===== src/lcg_fisher_yates_deck_shuffle_core_defines.svh =====
`ifndef LCG_FISHER_YATES_DECK_SHUFFLE_CORE_DEFINES_SVH
`define LCG_FISHER_YATES_DECK_SHUFFLE_CORE_DEFINES_SVH

// Assertion wrappers: full checks in simulation, empty when SYNTH is set.
`ifndef SYNTH

`define LFYDS_ASSERT(lbl, clk, rst_n, prop, msg) \
    lbl: assert property (@(posedge clk) disable iff (!rst_n) (prop)) else $error(msg);

`define LFYDS_ASSERT_IMP(lbl, clk, rst_n, ante, cons, msg) \
    lbl: assert property (@(posedge clk) disable iff (!rst_n) (ante) |-> (cons)) \
        else $error(msg);

`define LFYDS_ASSERT_NXT(lbl, clk, rst_n, ante, cons, msg) \
    lbl: assert property (@(posedge clk) disable iff (!rst_n) (ante) |=> (cons)) \
        else $error(msg);

`else

`define LFYDS_ASSERT(lbl, clk, rst_n, prop, msg)

`define LFYDS_ASSERT_IMP(lbl, clk, rst_n, ante, cons, msg)

`define LFYDS_ASSERT_NXT(lbl, clk, rst_n, ante, cons, msg)

`endif

`endif


===== src/lfyds_pkg.sv =====
package lfyds_pkg;

    localparam int DECK_SIZE = 52;
    localparam int CARD_W    = $clog2(DECK_SIZE);
    localparam int SUIT_LEN  = 13;

    localparam int SEED_W     = 32;
    localparam int POS_W      = 6;
    localparam int RANK_W     = 4;
    localparam int SUIT_W     = 2;
    localparam int OUT_DATA_W = 16;
    localparam int PAD_W      = OUT_DATA_W - POS_W - RANK_W - SUIT_W;

    localparam int GEN_W     = 64;
    localparam int MUL_W     = 32;
    localparam int FRAC_LSB  = 21;
    localparam int FRAC_W    = 31;
    localparam int DRAW_LSB  = FRAC_W;

    localparam logic [MUL_W-1:0] LCG_MUL_LO = 32'h4C957F2D;
    localparam logic [MUL_W-1:0] LCG_MUL_HI = 32'h5851F42D;

    localparam logic [CARD_W-1:0] LAST_CARD = CARD_W'(DECK_SIZE - 1);

    typedef enum logic [2:0] {
        ST_IDLE,
        ST_FILL,
        ST_GEN,
        ST_TAIL,
        ST_PRIME,
        ST_EMIT
    } t_state;

    // Sub-steps of one generator draw; the swap tail reuses the first three.
    typedef enum logic [2:0] {
        PH_MUL_LL,
        PH_MUL_HL,
        PH_MUL_LH,
        PH_SUM,
        PH_DRAW
    } t_phase;

    typedef struct packed {
        logic              rd_en;
        logic [CARD_W-1:0] rd_a_addr;
        logic [CARD_W-1:0] rd_b_addr;
        logic              wr_en;
        logic [CARD_W-1:0] wr_addr;
        logic [CARD_W-1:0] wr_data;
    } t_deck_ctl;

    function automatic logic [SUIT_W-1:0] card_suit(input logic [CARD_W-1:0] card);
        int c;
        c = int'(card);
        if (c >= 3 * SUIT_LEN) begin
            return SUIT_W'(3);
        end else if (c >= 2 * SUIT_LEN) begin
            return SUIT_W'(2);
        end else if (c >= SUIT_LEN) begin
            return SUIT_W'(1);
        end
        return SUIT_W'(0);
    endfunction

    function automatic logic [RANK_W-1:0] card_rank(input logic [CARD_W-1:0] card);
        int c;
        int s;
        c = int'(card);
        s = int'(card_suit(card));
        return RANK_W'(c - SUIT_LEN * s + 1);
    endfunction

endpackage


===== src/lcg_fisher_yates_deck_shuffle_core.sv =====
// Channel   Dir  Handshake                     Payload
// s_axis    in   s_axis_tvalid/s_axis_tready   tdata[31:0] seed (signed)
// m_axis    out  m_axis_tvalid/m_axis_tready   tdata position[5:0], rank[9:6],
//                                              suit[11:10], zero[15:12]; tlast
//
// One seed yields DECK_SIZE card beats. Each draw steps through its phases on
// the shared registered 32x32 multiplier; the deck fill runs one card a cycle
// through the single deck write port. Ready is high only between deals, and
// output stalls hold the deal in its emit phase until the beat is taken.
// Reset (synchronous, active low) returns the sequencer to idle.
`include "lcg_fisher_yates_deck_shuffle_core_defines.svh"

module lcg_fisher_yates_deck_shuffle_core (
    input  logic                             i_clk,
    input  logic                             i_rst_n,
    input  logic                             s_axis_tvalid,
    output logic                             s_axis_tready,
    input  logic [lfyds_pkg::SEED_W-1:0]     s_axis_tdata,   // seed
    output logic                             m_axis_tvalid,
    input  logic                             m_axis_tready,
    output logic [lfyds_pkg::OUT_DATA_W-1:0] m_axis_tdata,   // position, rank, suit, pad
    output logic                             m_axis_tlast
);
    import lfyds_pkg::*;

    t_state              r_state;
    t_state              n_state;
    t_phase              r_phase;
    t_phase              n_phase;
    logic                r_first;
    logic                n_first;
    logic                r_wr1;
    logic                r_wr2;
    logic [CARD_W-1:0]   r_n;
    logic [CARD_W-1:0]   n_n;
    logic [CARD_W-1:0]   r_fill;
    logic [CARD_W-1:0]   n_fill;
    logic [CARD_W-1:0]   r_idx;
    logic [CARD_W-1:0]   n_idx;
    logic [CARD_W-1:0]   r_swn;
    logic [CARD_W-1:0]   n_swn;
    logic [CARD_W-1:0]   r_j;
    logic [CARD_W-1:0]   n_j;
    logic [GEN_W-1:0]    r_gen;
    logic [GEN_W-1:0]    n_gen;
    logic [GEN_W-1:0]    r_lo64;
    logic [GEN_W-1:0]    n_lo64;
    logic [MUL_W-1:0]    r_cross;
    logic [MUL_W-1:0]    n_cross;

    logic [MUL_W-1:0]    mul_a;
    logic [MUL_W-1:0]    mul_b;
    logic [2*MUL_W-1:0]  prod;
    logic [CARD_W-1:0]   draw_j;
    logic                swap_rd;
    logic                fill_we;
    logic [CARD_W-1:0]   emit_idx;
    logic                in_acc;
    logic                out_acc;
    t_deck_ctl           deck_ctl;
    logic [CARD_W-1:0]   rd_a;
    logic [CARD_W-1:0]   rd_b;

    lfyds_mul u_mul (
        .i_clk  (i_clk),
        .i_a    (mul_a),
        .i_b    (mul_b),
        .o_prod (prod)
    );

    lfyds_deck u_deck (
        .i_clk  (i_clk),
        .i_ctl  (deck_ctl),
        .o_rd_a (rd_a),
        .o_rd_b (rd_b)
    );

    assign in_acc  = s_axis_tvalid && s_axis_tready;
    assign out_acc = m_axis_tvalid && m_axis_tready;
    assign draw_j  = prod[DRAW_LSB +: CARD_W];

    always_comb begin
        n_state  = r_state;
        n_phase  = r_phase;
        n_first  = r_first;
        n_n      = r_n;
        n_fill   = r_fill;
        n_idx    = r_idx;
        n_swn    = r_swn;
        n_j      = r_j;
        n_gen    = r_gen;
        n_lo64   = r_lo64;
        n_cross  = r_cross;
        mul_a    = r_gen[MUL_W-1:0];
        mul_b    = LCG_MUL_LO;
        swap_rd  = 1'b0;
        fill_we  = 1'b0;
        emit_idx = r_idx;

        deck_ctl.rd_en     = 1'b0;
        deck_ctl.rd_a_addr = r_n;
        deck_ctl.rd_b_addr = r_j;

        unique case (r_state)
            ST_IDLE: begin
                if (in_acc) begin
                    n_gen   = {{(GEN_W-SEED_W){s_axis_tdata[SEED_W-1]}}, s_axis_tdata};
                    n_fill  = '0;
                    n_state = ST_FILL;
                end
            end
            ST_FILL: begin
                fill_we = 1'b1;
                if (r_fill == LAST_CARD) begin
                    n_state = ST_GEN;
                    n_phase = PH_MUL_LL;
                    n_first = 1'b1;
                    n_n     = LAST_CARD;
                end else begin
                    n_fill = r_fill + 1'b1;
                end
            end
            ST_GEN: begin
                unique case (r_phase)
                    PH_MUL_LL: begin
                        // prod still holds the previous draw: start its swap
                        swap_rd = !r_first;
                        n_phase = PH_MUL_HL;
                    end
                    PH_MUL_HL: begin
                        mul_a   = r_gen[GEN_W-1:MUL_W];
                        n_lo64  = prod;
                        n_phase = PH_MUL_LH;
                    end
                    PH_MUL_LH: begin
                        mul_b   = LCG_MUL_HI;
                        n_cross = prod[MUL_W-1:0];
                        n_phase = PH_SUM;
                    end
                    PH_SUM: begin
                        n_gen   = r_lo64 + {r_cross + prod[MUL_W-1:0], {MUL_W{1'b0}}}
                                  + GEN_W'(1);
                        n_phase = PH_DRAW;
                    end
                    PH_DRAW: begin
                        mul_a   = MUL_W'(r_gen[FRAC_LSB +: FRAC_W]);
                        mul_b   = MUL_W'(r_n) + MUL_W'(1);
                        n_phase = PH_MUL_LL;
                        n_first = 1'b0;
                        if (r_n == CARD_W'(1)) begin
                            n_state = ST_TAIL;
                        end
                    end
                    default: begin
                        n_phase = PH_MUL_LL;
                    end
                endcase
            end
            ST_TAIL: begin
                // last swap: read, then two writes
                unique case (r_phase)
                    PH_MUL_LL: begin
                        swap_rd = 1'b1;
                        n_phase = PH_MUL_HL;
                    end
                    PH_MUL_HL: begin
                        n_phase = PH_MUL_LH;
                    end
                    PH_MUL_LH: begin
                        n_phase = PH_MUL_LL;
                        n_state = ST_PRIME;
                    end
                    default: begin
                        n_phase = PH_MUL_LL;
                        n_state = ST_PRIME;
                    end
                endcase
            end
            ST_PRIME: begin
                emit_idx           = '0;
                n_idx              = '0;
                deck_ctl.rd_en     = 1'b1;
                deck_ctl.rd_a_addr = LAST_CARD - emit_idx;
                n_state            = ST_EMIT;
            end
            ST_EMIT: begin
                if (out_acc) begin
                    if (r_idx == LAST_CARD) begin
                        n_state = ST_IDLE;
                    end else begin
                        emit_idx = r_idx + 1'b1;
                    end
                end
                // read ahead so the next card is ready in the cycle after a beat
                n_idx              = emit_idx;
                deck_ctl.rd_en     = 1'b1;
                deck_ctl.rd_a_addr = LAST_CARD - emit_idx;
            end
            default: begin
                n_state = ST_IDLE;
            end
        endcase

        if (swap_rd) begin
            deck_ctl.rd_en     = 1'b1;
            deck_ctl.rd_a_addr = r_n;
            deck_ctl.rd_b_addr = draw_j;
            n_j                = draw_j;
            n_swn              = r_n;
            n_n                = r_n - 1'b1;
        end

        // deck[n] <= old deck[j], then deck[j] <= old deck[n]
        if (r_wr1) begin
            deck_ctl.wr_en   = 1'b1;
            deck_ctl.wr_addr = r_swn;
            deck_ctl.wr_data = rd_b;
        end else if (r_wr2) begin
            deck_ctl.wr_en   = 1'b1;
            deck_ctl.wr_addr = r_j;
            deck_ctl.wr_data = rd_a;
        end else begin
            deck_ctl.wr_en   = fill_we;
            deck_ctl.wr_addr = r_fill;
            deck_ctl.wr_data = r_fill;
        end
    end

    always_ff @(posedge i_clk) begin
        if (!i_rst_n) begin
            r_state <= ST_IDLE;
            r_phase <= PH_MUL_LL;
            r_first <= 1'b0;
            r_wr1   <= 1'b0;
            r_wr2   <= 1'b0;
            r_n     <= '0;
            r_fill  <= '0;
            r_idx   <= '0;
        end else begin
            r_state <= n_state;
            r_phase <= n_phase;
            r_first <= n_first;
            r_wr1   <= swap_rd;
            r_wr2   <= r_wr1;
            r_n     <= n_n;
            r_fill  <= n_fill;
            r_idx   <= n_idx;
        end
    end

    always_ff @(posedge i_clk) begin
        r_swn   <= n_swn;
        r_j     <= n_j;
        r_gen   <= n_gen;
        r_lo64  <= n_lo64;
        r_cross <= n_cross;
    end

    assign s_axis_tready = (r_state == ST_IDLE);
    assign m_axis_tvalid = (r_state == ST_EMIT);
    assign m_axis_tlast  = (r_state == ST_EMIT) && (r_idx == LAST_CARD);
    assign m_axis_tdata  = {{PAD_W{1'b0}}, card_suit(rd_a), card_rank(rd_a), POS_W'(r_idx)};

    `LFYDS_ASSERT(a_in_out_excl, i_clk, i_rst_n, !(s_axis_tready && m_axis_tvalid), "input ready while a card is offered")
    `LFYDS_ASSERT_NXT(a_last_to_idle, i_clk, i_rst_n, m_axis_tvalid && m_axis_tready && m_axis_tlast, s_axis_tready, "no return to idle after last card")
    `LFYDS_ASSERT_IMP(a_draw_bound, i_clk, i_rst_n, r_state == ST_GEN && r_phase == PH_DRAW, r_n != '0, "draw issued for index zero")
    `LFYDS_ASSERT_IMP(a_swap_window, i_clk, i_rst_n, r_wr1 || r_wr2, r_state == ST_GEN || r_state == ST_TAIL, "swap write outside shuffle")

endmodule


===== src/lfyds_mul.sv =====
module lfyds_mul (
    input  logic                        i_clk,
    input  logic [lfyds_pkg::MUL_W-1:0] i_a,
    input  logic [lfyds_pkg::MUL_W-1:0] i_b,
    output logic [2*lfyds_pkg::MUL_W-1:0] o_prod
);
    import lfyds_pkg::*;

    logic [2*MUL_W-1:0] r_prod;

    always_ff @(posedge i_clk) begin
        r_prod <= {{MUL_W{1'b0}}, i_a} * {{MUL_W{1'b0}}, i_b};
    end

    assign o_prod = r_prod;

endmodule


===== src/lfyds_deck.sv =====
module lfyds_deck (
    input  logic                         i_clk,
    input  lfyds_pkg::t_deck_ctl         i_ctl,
    output logic [lfyds_pkg::CARD_W-1:0] o_rd_a,
    output logic [lfyds_pkg::CARD_W-1:0] o_rd_b
);
    import lfyds_pkg::*;

    logic [CARD_W-1:0] r_mem [DECK_SIZE];
    logic [CARD_W-1:0] r_rd_a;
    logic [CARD_W-1:0] r_rd_b;

    always_ff @(posedge i_clk) begin
        if (i_ctl.wr_en) begin
            r_mem[i_ctl.wr_addr] <= i_ctl.wr_data;
        end
    end

    // Hold read data when not enabled so a pending swap keeps both cards.
    always_ff @(posedge i_clk) begin
        if (i_ctl.rd_en) begin
            r_rd_a <= r_mem[i_ctl.rd_a_addr];
            r_rd_b <= r_mem[i_ctl.rd_b_addr];
        end
    end

    assign o_rd_a = r_rd_a;
    assign o_rd_b = r_rd_b;

endmodule

===== config.mk =====
export PLATFORM = sky130hd
export DESIGN_NAME = lcg_fisher_yates_deck_shuffle_core
export DESIGN_NICKNAME = d
export VERILOG_FILES = /design/src/lfyds_pkg.sv /design/src/lcg_fisher_yates_deck_shuffle_core.sv /design/src/lfyds_mul.sv /design/src/lfyds_deck.sv
export VERILOG_INCLUDE_DIRS = /design/src /design/src/src
export SDC_FILE = /design/constraint.sdc
export NUM_CORES = 2
export LEC_CHECK = 0
export BUFFER_PORTS_ARGS = -buffer_cell sky130_fd_sc_hd__buf_2
export CORE_ASPECT_RATIO = 0.5
export CORE_UTILIZATION = 55
export DETAILED_ROUTE_END_ITERATION = 8
export PLACE_DENSITY = 0.71
export SYNTH_ARGS = -nofsm -noshare
export SYNTH_HDL_FRONTEND = slang
export SYNTH_HIERARCHICAL = 1
export SYNTH_SLANG_ARGS = --single-unit

===== constraint.sdc =====
create_clock -name i_clk -period 34.6 [get_ports i_clk]
set_clock_uncertainty 0.05 [all_clocks]
set_input_delay 10.38 -clock i_clk [delete_from_list [all_inputs] [get_ports i_clk]]
set_output_delay 10.38 -clock i_clk [all_outputs]
set_load 0.05 [all_outputs]

==> summary.md <==
| Metric | Value |
|---|---|
| Adder-cell share of the synthesized area | `between 30% and 40%` |
| Core area | `between 100000 and 150000 um2` |
| TritonRoute pass-1 iters | `6` |
| Multi-input gate area | `slightly above 40000 um2` |
| Final Hold Viols | `0` |
| Vias in the first global route | `between 40000 and 50000` |
| Crit Path Category | `flop to output port` |
| Routability cong. | `approximately 1` |
| FP Rows | `86` |
| Max stage delay on crit path | `between 0.5 and 0.6 ns` |
| Max_cap viols | `0` |
| Final net count | `about 7000` |
| Post-Synthesis Cells | `approximately 5800` |
| Non-Filler Instances | `around 7300` |
| Setup TNS | `0 ns` |
| Synth cell types | `between 100 and 150` |
| Grt ovf | `0` |
| Critical Path Most Common Cell | `xnor2_1` |
| HP Start | `u_mul/o_prod[63]$_DFF_P_` |
| Clock Path Buffers | `3` |
| Worst Hold Class | `flop to flop` |
| Warnings from Yosys | `6` |
| Crit-path cells | `nor2b_1, a21oi_1, o21ai_0, a222oi_1, inv_1, ha_1, inv_1, fa_1, xnor2_1, xnor2_1, xnor2_1, buf_2` |
| Total number of vias | `between 40000 and 50000` |
| Post-synthesis compound-gate area fraction | `approximately 6.5%` |
| Synth area leaders | `fa_1, edfxtp_1, ha_1, and2_1, inv_1` |
| FF+latch area | `between 15000 and 20000 um2` |
| Ys async rst share | `0%` |
| Synth area leader | `fa_1` |
| Post-DR wirelength/cell | `about 24 um` |
| DR DRC count | `0` |
| H-tree levels | `2` |
| Setup bufs post-CTS | `0` |
| Post-synthesis mux area share | `under 10%` |
| Detailed-placement wirelength estimate | `~130000 um` |
| Highest net fanout along the worst path | `8` |
| Simple logic cell fraction of the synthesized area | `between 10% and 20%` |
| Crit Reg-Reg Endpoint | `u_mul/o_prod[60]$_DFF_P_` |
| R2R Path Start | `r_state[0]$_SDFFE_PN0P_` |
| Hold buffer count at CTS | `0` |
| Min cycle time layout | `between 10 and 15 ns` |
| Synth top area share | `28.9%` |
| Synth Area in XOR/XNOR | `2.38%` |
| Reg clk slew, reported paths | `roughly 0.060 ns` |
| Cell area after synthesis | `between 60000 and 70000 um2` |
| Largest family of logic cells by synthesized area | `adder cells` |
| Initial core utilization | `between 50 and 60%` |
| Post-Layout Inst Area | `~66000 um2` |
| Antenna viol nets, final | `0` |
| Clock buffer count from CTS | `59` |
| Layout cells sized above 1 | `under 10%` |
| Critical Path AT | `around 3.7 ns` |
| Cell count after placement | `between 7000 and 8000` |
| Initial DRC count | `~4300` |
| Clock net sink count | `around 600` |
| Worst-Skew Late Latency | `between 0.6 and 0.7 ns` |
| Vias per std cell | `6.00` |
| Post-cts resize count | `0` |
| WL final | `176000 um` |
| Peak Freq | `around 0.071 GHz` |
| Worst endpoint required time | `about 24 ns` |
| RSZ-0062 raised after global routing | `false` |
| Crit path capture | `m_axis_tdata[9]` |
| Die width | `about 480 um` |
| Die height | `about 240 um` |
| Final Max Slew Viols | `0` |
| Syn avg cell area | `between 10 and 15 um2` |
| Total Routing Usage GR | `31.4%` |
| CTS root buffer | `clkbuf_16` |
| Seq/Total Area, Yosys | `a little over a quarter` |
| Final Setup Violations | `0` |
| # fillers | `9132` |
| P&R area growth vs syn | `5.58%` |
| Buffers on Ports | `50` |
| Post-synth EDFFs | `between 400 and 500` |
| Antenna violations before repair | `10` |
| Worst slew pin tran | `between 1 and 1.5 ns` |
| Crit path launch type | `flop` |
| Most used DFF post-synth | `edfxtp_1` |
| FF-to-FF path depth | `31` |
| TritonCTS clock tree | `done` |
| Full die area | `about 110000 um2` |
| Critical path's slowest cell | `edfxtp_1` |
| Reg2reg setup slack | `between 20 and 25 ns` |
| Status | `completed` |
| Io pins | `55` |
| Final period util | `about two fifths` |
| Synth Register Bits | `approximately 590` |
| Worst Setup SP | `u_deck/o_rd_a[3]$_DFFE_PP_` |
| Area after DPL | `approximately 64000 um2` |
| Slew headroom | `between 10% and 20%` |
| Largest net degree at the start of global routing | `140` |
| Worst Setup End Kind | `output port` |
| First-pass GRT wire length | `271000 um` |
logic make-up after synthesis:
kind of cell | count (synthesis)
multiplexers | 213
XOR/XNOR | 169
flip-flops | 587
AO/OA/AOI/OAI | 627
buffers and inverters | 1218
other | 1
adder cells (fa/ha/maj) | 1239
AND/OR/NAND/NOR | 1742
sequential cells by signal, indices dropped and copies added (netlist names):
| register | flops |
|---|---|
| r_first | 1 |
| r_wr1 | 1 |
| r_wr2 | 1 |
| r_j | 6 |
| r_fill | 6 |
| r_gen | 64 |
| r_cross | 32 |
| r_n | 6 |
| r_lo64 | 64 |
| u_deck/r_mem | 312 |
| u_mul/o_prod | 64 |
| u_deck/o_rd_a | 6 |
| r_idx | 6 |
| r_phase | 3 |
| r_state | 3 |
| u_deck/o_rd_b | 6 |
| r_swn | 6 |
worst max-delay path, delay by kind of cell, from the launching register on:
family,cells,cell delay (ns)
AND/OR/NAND/NOR,1,0.22
XOR/XNOR,3,0.50
adder cells (fa/ha/maj),2,0.77
buffers and inverters,3,0.46
flip-flops,1,0.55
AO/OA/AOI/OAI,3,0.50
stage by stage:
step | hold WS [ns] | util (%) | worst slack, ns
final | 0.349 | 59.1 | 20.51
after global routing | 0.352 | 59.1 | 20.30
after detailed placement | 0.339 | 57.3 | 20.43
after floorplan | 0.336 | - | 20.65
after CTS | 0.330 | 59.1 | 20.49
after global placement | 0.336 | 57.3 | 20.54
layout by cell type (no fill, tap or decap), types with 14 or more instances in the layout:
master and instances:
buf_4 66, clkbuf_16 61, a31oi_1 17, conb_1 44, edfxtp_1 496, o21ai_0 148
o21bai_1 18, nand2b_1 22, o21a_1 14, o21ai_1 14, mux2_2 14, nand3_1 58
xnor2_1 97, mux2i_1 52, buf_2 50, inv_1 902, mux4_2 132, dfxtp_1 91
nor2_1 166, nand4_1 41, a21o_1 79, ha_1 341, xor2_1 72, and3_1 25
fa_1 898, nor3_1 21, a22oi_1 50, nand2_1 676, a21oi_1 162, nor2b_1 51
and2_1 612
synth_stat cells, drive strengths merged, types with 19 or more instances:
cell type	number
a31oi	20
buf	57
a21oi	165
nor2b	51
xor2	72
ha	341
fa	898
xnor2	97
nand2	677
inv	904
edfxtp	496
clkbuf	255
nor2	169
a22oi	50
nand2b	23
a21o	79
and3	26
o21bai	19
and2	613
nand4	44
mux2i	52
o21ai	172
dfxtp	91
nand3	61
mux4	145
nor3	23
final cells by class:
type                    instances  area share [%]
inverters                     904            5.17
clock inverters                34           0.541
flip-flops and latches        587            25.4
repair buffers                118            1.20
clock buffers                  73            2.48
well taps                    1496            2.85
diodes                          9          0.0343
multi-input cells            4034            62.3
per-layer routing:
metal	vias up	global-route usage [%]	part of all wire, %
met5	-	0	0.0062
met4	2	13.8	4.8
met3	449	4.93	9.2
met2	2209	50.1	46
met1	22300	42.9	40
li1	18600	-	-
how the worst min path moves through the flow:
stage / to / cells after the start / slack, ns
after floorplan: r_lo64[37]$_DFFE_PP_ / 0 / 0.34
after global placement: r_lo64[59]$_DFFE_PP_ / 0 / 0.34
after detailed placement: r_lo64[53]$_DFFE_PP_ / 0 / 0.34
after CTS: r_lo64[63]$_DFFE_PP_ / 0 / 0.33
after global routing: r_lo64[63]$_DFFE_PP_ / 0 / 0.35
final: r_lo64[63]$_DFFE_PP_ / 0 / 0.35
Power is left out: the tool's default activity adds up to more than one toggle a clock period on the data nets, which glitch-free logic cannot reach.
